### src/sv/b32c_pkg.sv
`default_nettype none
// ----------------------------------------------------------------------------
// b32c_pkg
// shared types, constants and the polymod step of the bech32 checksum engine
// ----------------------------------------------------------------------------
package b32c_pkg;

    localparam int PREFIX_DEPTH = 128;
    localparam int CNT_W        = $clog2(PREFIX_DEPTH + 1);
    localparam int ADDR_W       = (PREFIX_DEPTH > 1) ? $clog2(PREFIX_DEPTH) : 1;
    localparam int RES_W        = 30;
    localparam int SYM_W        = 5;
    localparam int VAL_W        = 7;
    localparam int OPC_W        = 2;
    localparam int NUM_SYMS     = 6;
    localparam int BEAT_W       = 3;

    typedef logic [OPC_W-1:0] t_opcode;
    typedef logic [VAL_W-1:0] t_value;
    typedef logic [SYM_W-1:0] t_sym;
    typedef logic [RES_W-1:0] t_res;
    typedef logic             t_reg_idx;

    localparam t_opcode OP_PREFIX = 2'd0;
    localparam t_opcode OP_DATA   = 2'd1;
    localparam t_opcode OP_FINISH = 2'd2;

    localparam t_reg_idx REG_USE_BECH32M = 1'b0;
    localparam t_reg_idx REG_VERIFY_MODE = 1'b1;

    localparam t_res BECH32_FINAL  = 30'h0000_0001;
    localparam t_res BECH32M_FINAL = 30'h2bc8_30a3;
    localparam logic [24:0] LOW25_MASK = 25'h1ff_ffff;

    localparam t_res GEN_TABLE [0:4] = '{
        30'h3b6a_57b2, 30'h2650_8e6d, 30'h1ea1_19fa, 30'h3d42_33dd, 30'h2a14_62b3
    };

    localparam logic [BEAT_W-1:0] LAST_BEAT = BEAT_W'(NUM_SYMS - 1);

    typedef enum logic [2:0] {
        FEED_ZERO,
        FEED_IN_HI,
        FEED_IN_LO,
        FEED_WALK,
        FEED_PEND_LO
    } t_feed_sel;

    typedef struct packed {
        logic      feed_en;
        t_feed_sel feed_sel;
        logic      store_en;
        logic      pend_latch;
        logic      walk_clr;
        logic      walk_step;
        logic      phase_set;
        logic      chk_load;
        logic      ver_load;
        logic      chk_shift;
        logic      restart;
    } t_cmd;

    typedef struct packed {
        logic data_phase;
        logic walk_done;
        logic pend_finish;
        logic verify_mode;
    } t_sts;

    function automatic t_res poly_step(input t_res res, input t_sym sym);
        t_res        acc;
        logic [4:0]  top;
        top = res[RES_W-1:25];
        acc = {res[24:0] & LOW25_MASK, sym};
        for (int k = 0; k < 5; k++) begin
            if (top[k]) begin
                acc = acc ^ GEN_TABLE[k];
            end
        end
        return acc;
    endfunction

endpackage
`default_nettype wire

### src/sv/b32c_in_if.sv
`default_nettype none
// ----------------------------------------------------------------------------
// b32c_in_if
// input item channel: opcode and value with valid/ready
// ----------------------------------------------------------------------------
interface b32c_in_if;
    import b32c_pkg::*;
    logic    valid;
    logic    ready;
    t_opcode opcode;
    t_value  value;
    modport source (output valid, output opcode, output value, input ready);
    modport sink   (input valid, input opcode, input value, output ready);
endinterface
`default_nettype wire

### src/sv/b32c_out_if.sv
`default_nettype none
// ----------------------------------------------------------------------------
// b32c_out_if
// result channel: checksum symbol, verify flag, overflow flag and last
// ----------------------------------------------------------------------------
interface b32c_out_if;
    import b32c_pkg::*;
    logic valid;
    logic ready;
    t_sym symbol;
    logic valid_res;
    logic prefix_overflow;
    logic last;
    modport source (output valid, output symbol, output valid_res,
                    output prefix_overflow, output last, input ready);
    modport sink   (input valid, input symbol, input valid_res,
                    input prefix_overflow, input last, output ready);
endinterface
`default_nettype wire

### src/sv/b32c_cfg_if.sv
`default_nettype none
// ----------------------------------------------------------------------------
// b32c_cfg_if
// configuration write channel: register index and data with valid/ready
// ----------------------------------------------------------------------------
interface b32c_cfg_if;
    import b32c_pkg::*;
    logic     valid;
    logic     ready;
    t_reg_idx index;
    logic     data;
    modport source (output valid, output index, output data, input ready);
    modport sink   (input valid, input index, input data, output ready);
endinterface
`default_nettype wire

### src/sv/bech32_checksum_engine_unit.sv
`default_nettype none
// the first data symbol or finish after a prefix is held as pending while the prefix walk
// feeds a zero and the stored characters' low symbols; then the pending item is processed
// finish: create mode feeds six zero symbols then sends 6 beats, verify mode sends 1 beat
// throughput: one item per cycle while no walk, padding or output is in progress
// synchronous active-low reset returns the residue to one and clears counts, phase, overflow and config bits;
// the prefix store and the result registers are not cleared
// ----------------------------------------------------------------------------
// bech32_checksum_engine_unit
// bech32 / bech32m polymod checksum create and verify engine
// ----------------------------------------------------------------------------
module bech32_checksum_engine_unit (
    input  wire logic     i_clk,
    input  wire logic     i_rst_n,
    b32c_in_if.sink       i_in,
    b32c_out_if.source    o_out,
    b32c_cfg_if.sink      i_cfg
);
    import b32c_pkg::*;

    t_cmd cmd;
    t_sts sts;

    assign i_cfg.ready = 1'b1;

    b32c_ctrl u_ctrl (
        .i_clk       (i_clk),
        .i_rst_n     (i_rst_n),
        .i_in_valid  (i_in.valid),
        .i_in_opcode (i_in.opcode),
        .i_out_ready (o_out.ready),
        .i_sts       (sts),
        .o_in_ready  (i_in.ready),
        .o_out_valid (o_out.valid),
        .o_out_last  (o_out.last),
        .o_cmd       (cmd)
    );

    b32c_dp u_dp (
        .i_clk             (i_clk),
        .i_rst_n           (i_rst_n),
        .i_cmd             (cmd),
        .i_in_opcode       (i_in.opcode),
        .i_in_value        (i_in.value),
        .i_cfg_we          (i_cfg.valid),
        .i_cfg_index       (i_cfg.index),
        .i_cfg_data        (i_cfg.data),
        .o_sts             (sts),
        .o_symbol          (o_out.symbol),
        .o_valid_res       (o_out.valid_res),
        .o_prefix_overflow (o_out.prefix_overflow)
    );

endmodule
`default_nettype wire

### src/sv/b32c_ctrl.sv
`default_nettype none
// ----------------------------------------------------------------------------
// b32c_ctrl
// controller: sequences item handling, prefix walk, zero padding and output
// ----------------------------------------------------------------------------
module b32c_ctrl (
    input  wire logic            i_clk,
    input  wire logic            i_rst_n,
    input  wire logic            i_in_valid,
    input  wire b32c_pkg::t_opcode i_in_opcode,
    input  wire logic            i_out_ready,
    input  wire b32c_pkg::t_sts  i_sts,
    output logic                 o_in_ready,
    output logic                 o_out_valid,
    output logic                 o_out_last,
    output b32c_pkg::t_cmd       o_cmd
);
    import b32c_pkg::*;

    typedef enum logic [4:0] {
        S_IDLE   = 5'b00001,
        S_WALK   = 5'b00010,
        S_RESUME = 5'b00100,
        S_PAD    = 5'b01000,
        S_EMIT   = 5'b10000
    } t_state;

    t_state              r_state, n_state;
    logic [BEAT_W-1:0]   r_pad, n_pad;
    logic [BEAT_W-1:0]   r_beat, n_beat;
    logic                start_finish;

    always_ff @(posedge i_clk) begin
        if (!i_rst_n) begin
            r_state <= S_IDLE;
            r_pad   <= '0;
            r_beat  <= '0;
        end else begin
            r_state <= n_state;
            r_pad   <= n_pad;
            r_beat  <= n_beat;
        end
    end

    always_comb begin
        n_state      = r_state;
        n_pad        = r_pad;
        n_beat       = r_beat;
        o_cmd        = '0;
        o_cmd.feed_sel = FEED_ZERO;
        o_in_ready   = 1'b0;
        o_out_valid  = 1'b0;
        o_out_last   = 1'b0;
        start_finish = 1'b0;
        case (r_state)
            S_IDLE: begin
                o_in_ready = 1'b1;
                if (i_in_valid) begin
                    case (i_in_opcode)
                        OP_PREFIX: begin
                            if (!i_sts.data_phase) begin
                                o_cmd.feed_en  = 1'b1;
                                o_cmd.feed_sel = FEED_IN_HI;
                                o_cmd.store_en = 1'b1;
                            end
                        end
                        OP_DATA: begin
                            if (i_sts.data_phase) begin
                                o_cmd.feed_en  = 1'b1;
                                o_cmd.feed_sel = FEED_IN_LO;
                            end else begin
                                o_cmd.pend_latch = 1'b1;
                                o_cmd.walk_clr   = 1'b1;
                                n_state          = S_WALK;
                            end
                        end
                        OP_FINISH: begin
                            if (i_sts.data_phase) begin
                                start_finish = 1'b1;
                            end else begin
                                o_cmd.pend_latch = 1'b1;
                                o_cmd.walk_clr   = 1'b1;
                                n_state          = S_WALK;
                            end
                        end
                        default: ;
                    endcase
                end
            end
            S_WALK: begin
                o_cmd.feed_en   = 1'b1;
                o_cmd.feed_sel  = FEED_WALK;
                o_cmd.walk_step = 1'b1;
                if (i_sts.walk_done) begin
                    o_cmd.phase_set = 1'b1;
                    n_state         = S_RESUME;
                end
            end
            S_RESUME: begin
                if (i_sts.pend_finish) begin
                    start_finish = 1'b1;
                end else begin
                    o_cmd.feed_en  = 1'b1;
                    o_cmd.feed_sel = FEED_PEND_LO;
                    n_state        = S_IDLE;
                end
            end
            S_PAD: begin
                o_cmd.feed_en  = 1'b1;
                o_cmd.feed_sel = FEED_ZERO;
                if (r_pad == LAST_BEAT) begin
                    o_cmd.chk_load = 1'b1;
                    n_beat         = '0;
                    n_state        = S_EMIT;
                end else begin
                    n_pad = r_pad + 1'b1;
                end
            end
            S_EMIT: begin
                o_out_valid = 1'b1;
                o_out_last  = (r_beat == LAST_BEAT);
                if (i_out_ready) begin
                    if (r_beat == LAST_BEAT) begin
                        o_cmd.restart = 1'b1;
                        n_state       = S_IDLE;
                    end else begin
                        o_cmd.chk_shift = 1'b1;
                        n_beat          = r_beat + 1'b1;
                    end
                end
            end
            default: begin
                n_state = S_IDLE;
            end
        endcase

        // verify mode gives one beat, create mode pads six zeros first
        if (start_finish) begin
            if (i_sts.verify_mode) begin
                o_cmd.ver_load = 1'b1;
                n_beat         = LAST_BEAT;
                n_state        = S_EMIT;
            end else begin
                n_pad   = '0;
                n_state = S_PAD;
            end
        end
    end

endmodule
`default_nettype wire

### src/sv/b32c_dp.sv
`default_nettype none
// ----------------------------------------------------------------------------
// b32c_dp
// datapath: polymod residue, prefix store, counters and result registers
// ----------------------------------------------------------------------------
module b32c_dp (
    input  wire logic             i_clk,
    input  wire logic             i_rst_n,
    input  wire b32c_pkg::t_cmd   i_cmd,
    input  wire b32c_pkg::t_opcode i_in_opcode,
    input  wire b32c_pkg::t_value i_in_value,
    input  wire logic             i_cfg_we,
    input  wire b32c_pkg::t_reg_idx i_cfg_index,
    input  wire logic             i_cfg_data,
    output b32c_pkg::t_sts        o_sts,
    output b32c_pkg::t_sym        o_symbol,
    output logic                  o_valid_res,
    output logic                  o_prefix_overflow
);
    import b32c_pkg::*;

    t_value             mem [0:PREFIX_DEPTH-1];
    t_value             r_rdata;
    t_res               r_residue;
    t_res               n_residue;
    logic [CNT_W-1:0]   r_count;
    logic [CNT_W-1:0]   r_walk;
    logic               r_phase;
    logic               r_ovf;
    logic               r_use_m;
    logic               r_verify;
    t_opcode            r_pend_op;
    t_value             r_pend_val;
    t_res               r_chk;
    logic               r_vres;
    t_sym               feed_sym;
    t_res               target;
    logic               store_room;

    assign target     = r_use_m ? BECH32M_FINAL : BECH32_FINAL;
    assign store_room = (r_count < CNT_W'(PREFIX_DEPTH));

    always_comb begin
        case (i_cmd.feed_sel)
            FEED_ZERO:    feed_sym = '0;
            FEED_IN_HI:   feed_sym = SYM_W'(i_in_value[VAL_W-1:SYM_W]);
            FEED_IN_LO:   feed_sym = i_in_value[SYM_W-1:0];
            FEED_WALK:    feed_sym = (r_walk == '0) ? '0 : r_rdata[SYM_W-1:0];
            FEED_PEND_LO: feed_sym = r_pend_val[SYM_W-1:0];
            default:      feed_sym = '0;
        endcase
        n_residue = poly_step(r_residue, feed_sym);
    end

    // prefix store, read data registered
    always_ff @(posedge i_clk) begin
        if (i_cmd.store_en && store_room) begin
            mem[r_count[ADDR_W-1:0]] <= i_in_value;
        end
        r_rdata <= mem[r_walk[ADDR_W-1:0]];
    end

    always_ff @(posedge i_clk) begin
        if (!i_rst_n) begin
            r_residue <= BECH32_FINAL;
            r_count   <= '0;
            r_walk    <= '0;
            r_phase   <= 1'b0;
            r_ovf     <= 1'b0;
            r_use_m   <= 1'b0;
            r_verify  <= 1'b0;
        end else begin
            if (i_cfg_we) begin
                case (i_cfg_index)
                    REG_USE_BECH32M: r_use_m  <= i_cfg_data;
                    REG_VERIFY_MODE: r_verify <= i_cfg_data;
                    default: ;
                endcase
            end
            if (i_cmd.restart) begin
                r_residue <= BECH32_FINAL;
                r_count   <= '0;
                r_phase   <= 1'b0;
                r_ovf     <= 1'b0;
            end else begin
                if (i_cmd.feed_en) begin
                    r_residue <= n_residue;
                end
                if (i_cmd.store_en) begin
                    if (store_room) begin
                        r_count <= r_count + 1'b1;
                    end else begin
                        r_ovf <= 1'b1;
                    end
                end
                if (i_cmd.phase_set) begin
                    r_phase <= 1'b1;
                end
            end
            if (i_cmd.walk_clr) begin
                r_walk <= '0;
            end else if (i_cmd.walk_step) begin
                r_walk <= r_walk + 1'b1;
            end
        end
    end

    always_ff @(posedge i_clk) begin
        if (i_cmd.pend_latch) begin
            r_pend_op  <= i_in_opcode;
            r_pend_val <= i_in_value;
        end
        if (i_cmd.chk_load) begin
            r_chk  <= n_residue ^ target;
            r_vres <= 1'b0;
        end else if (i_cmd.ver_load) begin
            r_chk  <= '0;
            r_vres <= (r_residue == target);
        end else if (i_cmd.chk_shift) begin
            r_chk <= {r_chk[RES_W-SYM_W-1:0], {SYM_W{1'b0}}};
        end
    end

    assign o_sts.data_phase  = r_phase;
    assign o_sts.walk_done   = (r_walk == r_count);
    assign o_sts.pend_finish = (r_pend_op == OP_FINISH);
    assign o_sts.verify_mode = r_verify;

    assign o_symbol          = r_chk[RES_W-1:RES_W-SYM_W];
    assign o_valid_res       = r_vres;
    assign o_prefix_overflow = r_ovf;

endmodule
`default_nettype wire
### src/flat_wrapper.sv
// flat-port wrapper written by rule: the top's interface ports become plain ports
module bech32_checksum_engine_unit_flat import b32c_pkg::*;
  (i_clk, i_rst_n, i_in_valid, i_in_opcode, i_in_value, i_in_ready, o_out_valid, o_out_symbol, o_out_valid_res, o_out_prefix_overflow, o_out_last, o_out_ready, i_cfg_valid, i_cfg_index, i_cfg_data, i_cfg_ready);
  b32c_in_if i_in_i ();
  b32c_out_if o_out_i ();
  b32c_cfg_if i_cfg_i ();
  input  wire logic i_clk;
  input  wire logic i_rst_n;
  input wire logic [$bits(i_in_i.valid)-1:0] i_in_valid;
  input wire logic [$bits(i_in_i.opcode)-1:0] i_in_opcode;
  input wire logic [$bits(i_in_i.value)-1:0] i_in_value;
  output wire logic [$bits(i_in_i.ready)-1:0] i_in_ready;
  output wire logic [$bits(o_out_i.valid)-1:0] o_out_valid;
  output wire logic [$bits(o_out_i.symbol)-1:0] o_out_symbol;
  output wire logic [$bits(o_out_i.valid_res)-1:0] o_out_valid_res;
  output wire logic [$bits(o_out_i.prefix_overflow)-1:0] o_out_prefix_overflow;
  output wire logic [$bits(o_out_i.last)-1:0] o_out_last;
  input wire logic [$bits(o_out_i.ready)-1:0] o_out_ready;
  input wire logic [$bits(i_cfg_i.valid)-1:0] i_cfg_valid;
  input wire logic [$bits(i_cfg_i.index)-1:0] i_cfg_index;
  input wire logic [$bits(i_cfg_i.data)-1:0] i_cfg_data;
  output wire logic [$bits(i_cfg_i.ready)-1:0] i_cfg_ready;
  assign i_in_i.valid = i_in_valid;
  assign i_in_i.opcode = i_in_opcode;
  assign i_in_i.value = i_in_value;
  assign i_in_ready = i_in_i.ready;
  assign o_out_valid = o_out_i.valid;
  assign o_out_symbol = o_out_i.symbol;
  assign o_out_valid_res = o_out_i.valid_res;
  assign o_out_prefix_overflow = o_out_i.prefix_overflow;
  assign o_out_last = o_out_i.last;
  assign o_out_i.ready = o_out_ready;
  assign i_cfg_i.valid = i_cfg_valid;
  assign i_cfg_i.index = i_cfg_index;
  assign i_cfg_i.data = i_cfg_data;
  assign i_cfg_ready = i_cfg_i.ready;
  bech32_checksum_engine_unit u_core (.i_clk(i_clk), .i_rst_n(i_rst_n), .i_in(i_in_i), .o_out(o_out_i), .i_cfg(i_cfg_i));
endmodule
### config.mk
export PLATFORM = sky130hd
export DESIGN_NAME = bech32_checksum_engine_unit_flat
export DESIGN_NICKNAME = d
export VERILOG_FILES = /design/src/sv/b32c_pkg.sv /design/src/sv/b32c_in_if.sv /design/src/sv/b32c_out_if.sv /design/src/sv/b32c_cfg_if.sv /design/src/sv/bech32_checksum_engine_unit.sv /design/src/sv/b32c_ctrl.sv /design/src/sv/b32c_dp.sv /design/src/flat_wrapper.sv
export SDC_FILE = /design/constraint.sdc
export NUM_CORES = 1
export LEC_CHECK = 0
export ABC_CLOCK_PERIOD_IN_PS = 5500
export BUFFER_PORTS_ARGS = -buffer_cell sky130_fd_sc_hd__buf_4
export CAP_MARGIN = 20
export CORE_MARGIN = 8
export CORE_UTILIZATION = 45
export CTS_CLUSTER_DIAMETER = 200
export DETAILED_ROUTE_END_ITERATION = 12
export PLACE_DENSITY_LB_ADDON = 0.25
export SYNTH_ARGS = -nofsm -noshare
export SYNTH_HDL_FRONTEND = slang
export SYNTH_SLANG_ARGS = --single-unit
### constraint.sdc
create_clock -name i_clk -period 5.5 [get_ports i_clk]
set_input_delay 1.1 -clock i_clk [delete_from_list [all_inputs] [get_ports i_clk]]
set_output_delay 1.1 -clock i_clk [all_outputs]
set_load 0.03 [all_outputs]
# Word-level counts from Yosys, hierarchy flattened
# Memory sizes are Yosys's and may differ from the RTL's. A register that Yosys moved wholly into a read port is not among the register bits.
# Index checks and enable logic that the tools add are counted.
[word_totals] register_bits=99 latchBits=0 ramBits=896 romBits=0 wordCells=127 mem_count=1
[classes] n_addsub=4 n_mul=0 n_div=0 order_cmp=1 eq_ne=24 n_shift=0 n_mux=62 n_bitwise=9 n_reduce_logical=12
[mem_list] name="u_core.u_dp.mem" words=128 width=7 read_ports=1 rd_ports_with_merged_regs=1 wr=1 line="b32c_dp.sv:22" rtl="t_value mem [0:PREFIX_DEPTH-1];"
[op_table] cell="$mux W30" count=8
[op_table] cell="$mux W5" count=12
[op_table] cell="$eq A30 B30 Y1" count=1
[op_table] cell="$mux W3" count=10
[op_table] cell="$xor A30 B30 Y30" count=1
[op_table] cell="$mux W29" count=1
[op_table] cell="$pmux W5 S5" count=1
[op_table] cell="$ne A3 B3 Y1 const B" count=7
[op_table] cell="$pmux W5 S4" count=1
[op_table] cell="$not A18 Y18" count=1
[op_table] cell="$mux W1" count=17
[op_table] cell="$not A17 Y17" count=1
[op_table] cell="$add A8 B1 Y8 const B" count=2
[op_table] cell="$not A16 Y16" count=1
[op_table] cell="$pmux W4 S4" count=1
[op_table] cell="$not A14 Y14" count=1
[op_table] cell="$not A13 Y13" count=1
[op_table] cell="$mux W2" count=5
[op_table] cell="$eq A3 B3 Y1 const B" count=3
[op_table] cell="$eq A8 B8 Y1" count=1
[op_table] cell="$logic_not A8 Y1" count=1
[op_table] cell="$lt A8 B8 Y1 const B" count=1
[op_table] cell="$mux W4" count=2
[op_table] cell="$pmux W4 S2" count=1
[op_table] cell="other kinds (21)" count=31

# Logic depth before layout (Yosys ltp)
# Gate-level depths: netlist of the first run.
[depth] ltp_word=19 ltp_mapped=11 ltp_nobuf=8

# Modules after synthesis
# From an unflattened synthesis of the first run, not the netlist that was laid out.
[unflattened] hier_cells=1754 area_unflattened_um2=30516.8
[by_module_without_submodules] mod="b32c_dp" instances=1 cells_each=1652 area_per_inst_um2=29691.0
[by_module_without_submodules] mod="b32c_ctrl" instances=1 cells_each=100 area_per_inst_um2=814.5
[by_module_without_submodules] mod="bech32_checksum_engine_unit" instances=1 cells_each=2 area_per_inst_um2=11.3

# Worst setup path after synthesis of the first run
# OpenSTA, ideal clock, no wires.
[synth_path] path_type="in2reg" startpoint="input i_in_valid" endpoint="register u_core.u_dp.r_chk[0], enable pin" setup_time_ns=0.543 arrival_ns=2.851 t_required_ns=4.957 path_slack_ns=2.105 cell_stages=6 cell_sequence="nand3b_1 nor2_4 a31oi_1 nand2b_4 clkbuf_1 nand3_1"
[synth_via] elab_chain_len=4
[synth_lines] element="from (decl)" line="flat_wrapper.sv:9" rtl="input wire logic [$bits(i_in_i.valid)-1:0] i_in_valid;"
[synth_lines] element="$mux W1" line="b32c_ctrl.sv:58" rtl="if (i_in_valid) begin"
[synth_lines] element="$pmux W1 S2" line="b32c_ctrl.sv:55" rtl="case (r_state)"
[synth_lines] element="$mux W1" line="b32c_ctrl.sv:138" rtl="if (start_finish) begin"
[synth_lines] element="$reduce_bool A3 Y1 (no line)"
[synth_lines] element="to (signal assigned)" line="b32c_dp.sv:114" rtl="r_chk <= n_residue ^ target;"
[synth_lines] element="to (signal assigned)" line="b32c_dp.sv:120" rtl="r_chk <= {r_chk[RES_W-SYM_W-1:0], {SYM_W{1'b0}}};"
[synth_lines] element="to (decl)" line="b32c_dp.sv:34" rtl="t_res r_chk;"
# Every way passes these cells.
# A chain may end at the register's enable or synchronous reset.

# Worst setup path in the final report of the first run
[layout_path] startpoint="input i_in_opcode[1]" endpoint="memory u_core.u_dp.mem[127][2] in the netlist's numbering, enable pin"
[layout_via] elab_chain_len=7
[layout_lines] element="from (decl)" line="flat_wrapper.sv:10" rtl="input wire logic [$bits(i_in_i.opcode)-1:0] i_in_opcode;"
[layout_lines] element="$logic_not A2 Y1" line="b32c_ctrl.sv:59" rtl="case (i_in_opcode)"
[layout_lines] element="$mux W1" line="b32c_ctrl.sv:59"
[layout_lines] element="$mux W7" line="b32c_ctrl.sv:58"
[layout_lines] element="$mux W3" line="b32c_ctrl.sv:55"
[layout_lines] element="$logic_and A1 B1 Y1" line="b32c_dp.sv:57" rtl="if (i_cmd.store_en && store_room) begin"
[layout_lines] element="$mux W1" line="b32c_dp.sv:57"
[layout_lines] element="$mux W1 (not written as such)" line="b32c_dp.sv:58" rtl="mem[r_count[ADDR_W-1:0]] <= i_in_value;"
[layout_lines] element="to (decl)" line="b32c_dp.sv:22"
# Every way passes these cells.

==> summary.md, run 1 <==
| Metric | Value |
|---|---|
| F_max | `0.269 GHz` |
| Final Cycle Share | `0.677` |
| WL/cell | `27.8 um` |
| Total detailed-routing wirelength | `78.8 mm` |
| Final hold vios | `0` |
| Seq. cell area | `21700 sq um` |
| Post-route minimum period | `3720 ps` |
| Ranking of synthesized cells by area | `edfxtp_1 (66%), mux4_2 (9.7%), dfxtp_1 (4.4%)` |
| GPL Wtd Cong | `0.864` |
| Status | `finished clean` |
| Post-synthesis sequential area ratio | `0.707` |
| IO Count | `27` |
| # resized after CTS | `0` |
| Critical path data required time | `5750 ps` |
| PortBufs | `25` |
| CTS tree | `yes` |
| Distinct cells, synth | `80` |
| Critical path's slowest cell | `nand3_2` |
| Syn-to-layout area delta | `11.5%` |
| Detailed Routing Iterations Pass 1 | `5` |
| Fill cell total of the finished layout | `5571` |
| Post-route ant nets | `0` |
| Crit path DAT | `3980 ps` |
| Yosys top cell by area | `edfxtp_1` |
| Ys async rst share | `0` |
| CP bufs+invs | `2` |
| Hold Buf Count CTS | `0` |
| Clock power frac | `0.414` |
| Root Driver | `clkbuf_16` |
| Post-Syn Area | `30700 sq um` |
| Multi-input logic area | `8340 sq um` |
| 1st-iter DRT viols | `1838` |
| Max-slew headroom | `0.264` |
| Hold WC Path Type | `flop to flop` |
| Peak VDD IR | `0.000258 V` |
| Worst-skew pair later-pin latency | `630 ps` |
| First-pass GRT wire length | `116 mm` |
| Mapped Nets | `1898` |
| Post-synthesis cell count | `1871` |
| DR vias | `16900` |
| Worst Skew | `31.5 ps` |
| Power Dens Cells | `364 nW/um^2` |
| Rows | `95` |
| RSZ-0062 raised after global routing | `no` |
| Critical path fanouts, max | `18` |
| CTS buffer count | `77` |
| Final setup viols | `0` |
| Count of pins over their slew limit | `0` |
| Reg clk slew, reported paths | `60 ps` |
| CP endpoint kind | `flop` |
| Seq pwr share | `0.508` |
| Synthesis-stage register bit count | `744` |
| Worst Setup Start Kind | `input port` |
| Cells along the critical path | `buf_4 -> inv_1 -> ha_1 -> or3b_2 -> nor4_4 -> nand3_2 -> nor2_1` |
| NetSw | `2.85 mW` |
| Core Area | `67300 sq um` |
| Static leakage power | `10.5 nW` |
| Fin Setup TNS | `0 ps` |
| Combinational share of power | `0.078` |
| Remaining global-route overflow | `0` |
| Synthesis warning total | `0` |
| Mean post-synth cell area | `16.4 sq um` |
| Number of global-route vias before repair | `17000` |
| Tot GR Track Use | `0.201` |
| Int Pwr | `9.59 mW` |
| Die Ht | `277 um` |
| Initial antenna violation count | `1` |
| H-tree levels | `3` |
| Net Sw Frac | `0.229` |
| Max-cap violations | `0` |
| Chip Width | `277 um` |
| Pwr Total | `12.4 mW` |
| Post-synth EDFFs | `677` |
| Slew @ Worst Pin | `1100 ps` |
| NumNets Final | `1926` |
| Max incr delay on CP | `820 ps` |
| Critical path class | `input port to flop` |
| Die Area | `76800 sq um` |
| Layout cells sized above 1 | `0.182` |
| Largest net degree at the start of global routing | `93` |
| Post-CTS setup buffer count | `0` |
| Clk sink count | `744` |
| CTS Buffer Depth | `3` |
| Share of the synthesized area in the top cell type | `0.663` |
| Initial Utilization | `0.456` |
| DRC Markers | `0` |
| Largest delay share family, worst path | `simple AND/OR/NAND/NOR gates` |
| Hpwl dp | `48.6 mm` |
| Vias/cell | `5.98` |
| Top_reg_cell synth | `edfxtp_1` |
-- per-stage QoR --
| step | cells | cell area [sq um] | worst slack [ps] | hold WS, ps | util |
|---|---|---|---|---|---|
| CTS | 2828 | 34200 | 1830 | 455 | 0.508 |
| global placement | 2692 | 31600 | 1330 | 446 | 0.470 |
| floorplan | 1871 | 30700 | 2110 | 469 | - |
| detailed placement | 2692 | 31600 | 1180 | 447 | 0.470 |
| global route | 2829 | 34200 | 1650 | 486 | 0.508 |
| finish | 2830 | 34200 | 1780 | 454 | 0.508 |
-- layer usage --
layer,vias to the layer above,wire length (um),GRT usage
met5,-,0,0
met3,133,5760,0.0387
met2,743,37300,0.319
met1,8723,33300,0.279
met4,0,2370,0.0629
li1,7332,-,-
-- flip-flops by register name (all words and copies together), names as in the netlist --
register	count
u_core.u_dp.r_chk	30
u_core.u_dp.o_valid_res	1
u_core.u_dp.r_verify	1
u_core.u_ctrl.r_pad	3
u_core.u_dp.o_prefix_overflow	1
u_core.u_dp.r_residue	30
u_core.u_dp.mem	640
u_core.u_dp.r_walk	8
u_core.u_dp.r_rdata	5
u_core.u_dp.r_count	8
u_core.u_ctrl.r_beat	3
u_core.u_dp.r_pend_val	5
u_core.u_dp.r_use_m	1
u_core.u_ctrl.r_state	5
u_core.u_dp.r_phase	1
u_core.u_dp.r_pend_op	2
-- synthesized netlist by cell type (35+ instances only) --
| master | instances |
|---|---|
| xnor2_1 | 41 |
| nor2_1 | 208 |
| mux4_2 | 132 |
| mux2i_1 | 69 |
| edfxtp_1 | 677 |
| dfxtp_1 | 67 |
| a21oi_1 | 37 |
| buf_4 | 35 |
| clkbuf_1 | 38 |
| nand2_1 | 122 |
| nand3_1 | 73 |
-- cell families after synthesis --
logic type,count (synthesis),synth area share
DFF,744,0.707
and+or+nand+nor,528,0.0810
muxes,211,0.123
AOI/OAI and AO/OA,169,0.0382
buffers and inverters,128,0.0221
xor gates and xnor gates,79,0.0243
adders and majority gates,11,0.00449
other,1,0.000122
-- power by group through the flow --
stage	Sequential, mW	Combinational (mW)	Clock, mW
floorplan	6.38	0.722	0
global placement	6.44	0.964	0
detailed placement	6.44	0.970	0
CTS	6.32	0.973	5.22
global route	6.33	1.05	5.42
finish	6.32	0.964	5.15
-- placed cells by master (no fill, tap or decap), types with 14 or more instances in the layout --
cell type and n:
xnor2_1 41, edfxtp_1 677, mux4_2 132, a21oi_1 37, buf_4 57, nand2_1 119, o21ai_0 34, mux2i_1 69
nor3_1 18, nor2b_1 20, xor2_1 34, nor2_1 208, a22oi_1 23, clkbuf_16 78, clkbuf_1 14, nand3_1 71
nand4_1 20, dfxtp_1 63
-- area by class of cell --
| cell class | instances | area share |
|---|---|---|
| Multi-Input combinational cell | 999 | 0.244 |
| Sequential cell | 744 | 0.634 |
| Antenna cell | 1 | 0.0000732 |
| Timing Repair Buffer | 60 | 0.0145 |
| Clock buffer | 98 | 0.0611 |
| Clock inverter | 38 | 0.0123 |
| Tap cell | 873 | 0.0320 |
| Inverter | 17 | 0.00187 |
-- tightest hold or removal path: stages (launching register included) --
cell	delay, ps
dfxtp_1	310
nand2_1	50
a21oi_1	50
-- final timing paths --
kind	start	endpoint	slack, ps	depth (start not counted)
min	u_core.u_dp.o_valid_res	u_core.u_dp.o_valid_res	450	2
max	i_in_opcode[1]	u_core.u_dp.mem[127][2]	1780	7
min reg2reg	u_core.u_dp.o_valid_res	u_core.u_dp.o_valid_res	450	2
max reg2reg	u_core.u_dp.r_walk[0]	u_core.u_dp.r_rdata[1]	2190	6
(Power assumes the default switching activity.)
==> inputs of run 2 (changes only) <==
--- a/config.mk
+++ b/config.mk
@@ -5,7 +5,7 @@
 export SDC_FILE = /design/constraint.sdc
 export NUM_CORES = 1
 export LEC_CHECK = 0
-export ABC_CLOCK_PERIOD_IN_PS = 5500
+export ABC_CLOCK_PERIOD_IN_PS = 3500
 export BUFFER_PORTS_ARGS = -buffer_cell sky130_fd_sc_hd__buf_4
 export CAP_MARGIN = 20
 export CORE_MARGIN = 8
==> constraint.sdc (replaced) <==
create_clock -name i_clk -period 3.5 [get_ports i_clk]
set_input_delay 0.7 -clock i_clk [delete_from_list [all_inputs] [get_ports i_clk]]
set_output_delay 0.7 -clock i_clk [all_outputs]
set_load 0.03 [all_outputs]
==> summary.md, run 2 (synthesis gave the netlist of run 1 again) <==
| Metric | Value |
|---|---|
| Post-CTS setup buffer count | `0` |
| Slew @ Worst Pin | `922 ps` |
| Commonest non-fill, non-tap cell in the layout | `edfxtp_1` |
| Post-Layout Inst Area | `34700 sq um` |
| Combinational share of power | `0.080` |
| Max-cap violations | `0` |
| Worst-skew pair later-pin latency | `630 ps` |
| Hpwl dp | `50.2 mm` |
| CP endpoint kind | `flop` |
| DRC Markers | `0` |
| Initial Utilization | `0.456` |
| Fin Setup TNS | `0 ps` |
| Launching point of the worst reg2reg path | `u_core.u_dp.r_walk[0]` |
| Commonest non-fill, non-tap cells in the layout | `edfxtp_1 (677), nor2_1 (208), mux4_2 (132)` |
| Worst Setup Start Kind | `flop` |
| Peak VDD IR | `0.000414 V` |
| First-pass GRT wire length | `117 mm` |
| NetSw | `4.51 mW` |
| Critical path class | `flop to flop` |
| # resized after CTS | `0` |
| Number of global-route vias before repair | `17400` |
| Hold WC Path Type | `input port to flop` |
| Worst Hold Launch | `i_in_opcode[1]` |
| Placed Area | `32200 sq um` |
| NumNets Final | `1981` |
| Tot GR Track Use | `0.204` |
| Crit path DAT | `3530 ps` |
| Hold Buf Count CTS | `0` |
| F_max | `0.325 GHz` |
| Seq pwr share | `0.507` |
| Place WS | `243 ps` |
| Final hold slack | `287 ps` |
| Layout cells sized above 1 | `0.202` |
| Critical path fanouts, max | `24` |
| GPL Wtd Cong | `0.876` |
| Worst Hold End | `u_core.u_dp.r_pend_op[1]` |
| Critical path data required time | `3960 ps` |
| Static leakage power | `10.8 nW` |
| Antenna diodes | `0` |
| Initial antenna violation count | `0` |
| Worst R2R End | `u_core.u_dp.r_rdata[3]` |
| Die Area | `76800 sq um` |
| FF-to-FF setup slack | `430 ps` |
| Final hold vios | `0` |
| 1st-iter DRT viols | `1926` |
| Largest net degree at the start of global routing | `130` |
| Core Area | `67300 sq um` |
| PortBufs | `25` |
| RSZ-0062 raised after global routing | `no` |
| Chip Width | `277 um` |
| PnR worst setup slack | `426 ps` |
| Clock power frac | `0.412` |
| Worst Skew | `35.5 ps` |
| Syn-to-layout area delta | `13.0%` |
| Root Driver | `clkbuf_16` |
| Int Pwr | `15.1 mW` |
| Clk sink count | `744` |
| Detailed Routing Iterations Pass 1 | `6` |
| Final setup viols | `0` |
| Status | `finished clean` |
| Inst Count DP | `2748` |
| Fin cells | `2884` |
| Reg clk slew, reported paths | `60 ps` |
| IO Count | `27` |
| Max-slew headroom | `0.380` |
| Rows | `95` |
| Pwr Total | `19.6 mW` |
| Remaining global-route overflow | `0` |
| CTS Buffer Depth | `3` |
| CTS buffer count | `77` |
| R2r worst-path depth | `7` |
| Net Sw Frac | `0.230` |
| CTS tree | `yes` |
| DR vias | `17300` |
| Die Ht | `277 um` |
| Hold depth | `1` |
| Vias/cell | `6.00` |
| WL/cell | `27.7 um` |
| Post-route ant nets | `0` |
| Final Cycle Share | `0.878` |
| Fin util | `0.515` |
| Post-route minimum period | `3070 ps` |
| Count of pins over their slew limit | `0` |
| Power Dens Cells | `565 nW/um^2` |
| Max reg flops | `640` |
| Total detailed-routing wirelength | `79.7 mm` |
| H-tree levels | `3` |
==> run 2: changes by cell type in the layout (fill, tap and decap cells not counted), sizes merged <==
cell and change:
buf +55, clkbuf -3, clkinv +5, clkinvlp -3
diode -1, inv +1
==> run 2: layout make-up <==
cell class | count | area (sq um)
clock buffer | 95 | 2060
clock inverter | 41 | 422
fill | 5435 | 32600
inverter | 17 | 63.8
multi-input combinational | 999 | 8320
sequential | 744 | 21700
tap | 873 | 1090
timing repair buffer | 115 | 1030
==> run 2: worst max-delay path by stage <==
stage                                         from                     end  slack (ps)  depth (start not counted)
after floorplan                         i_in_valid    u_core.u_dp.r_chk[0]         510                          6
after global placement                  i_in_valid   u_core.u_dp.mem[2][3]         340                          8
after detailed placement            i_in_opcode[1]   u_core.u_dp.mem[7][0]         240                          8
after CTS                    u_core.u_dp.r_walk[0]  u_core.u_dp.r_rdata[3]         430                          7
after global routing      u_core.u_ctrl.r_state[1]  u_core.u_dp.mem[98][1]         330                          7
final                        u_core.u_dp.r_walk[0]  u_core.u_dp.r_rdata[3]         430                          7
==> run 2: worst max-delay path, cell delays in order, from the launching register on <==
cell and delay, ps:
dfxtp_4 710, buf_12 280, and2_1 670, a22oi_1 210, nand3_1 150, nand4_1 120, nor4_1 520, o311ai_0 230
==> run 2: power by group through the flow <==
stage          clock network, mW  logic (mW)  registers (mW)
2_1_floorplan                  0        1.13            10.0
3_3_place_gp                   0        1.57            10.1
3_5_place_dp                   0        1.58            10.1
4_1_cts                     8.20        1.58            9.93
5_1_grt                     8.52        1.69            9.94
6_report                    8.07        1.57            9.93
==> run 2: metal layers <==
layer / wire, um / up-vias / track usage
li1: - / 7446 / -
met1: 32700 / 8838 / 0.277
met2: 37700 / 844 / 0.322
met3: 6280 / 164 / 0.0413
met4: 3060 / 0 / 0.0796
met5: 0 / - / 0
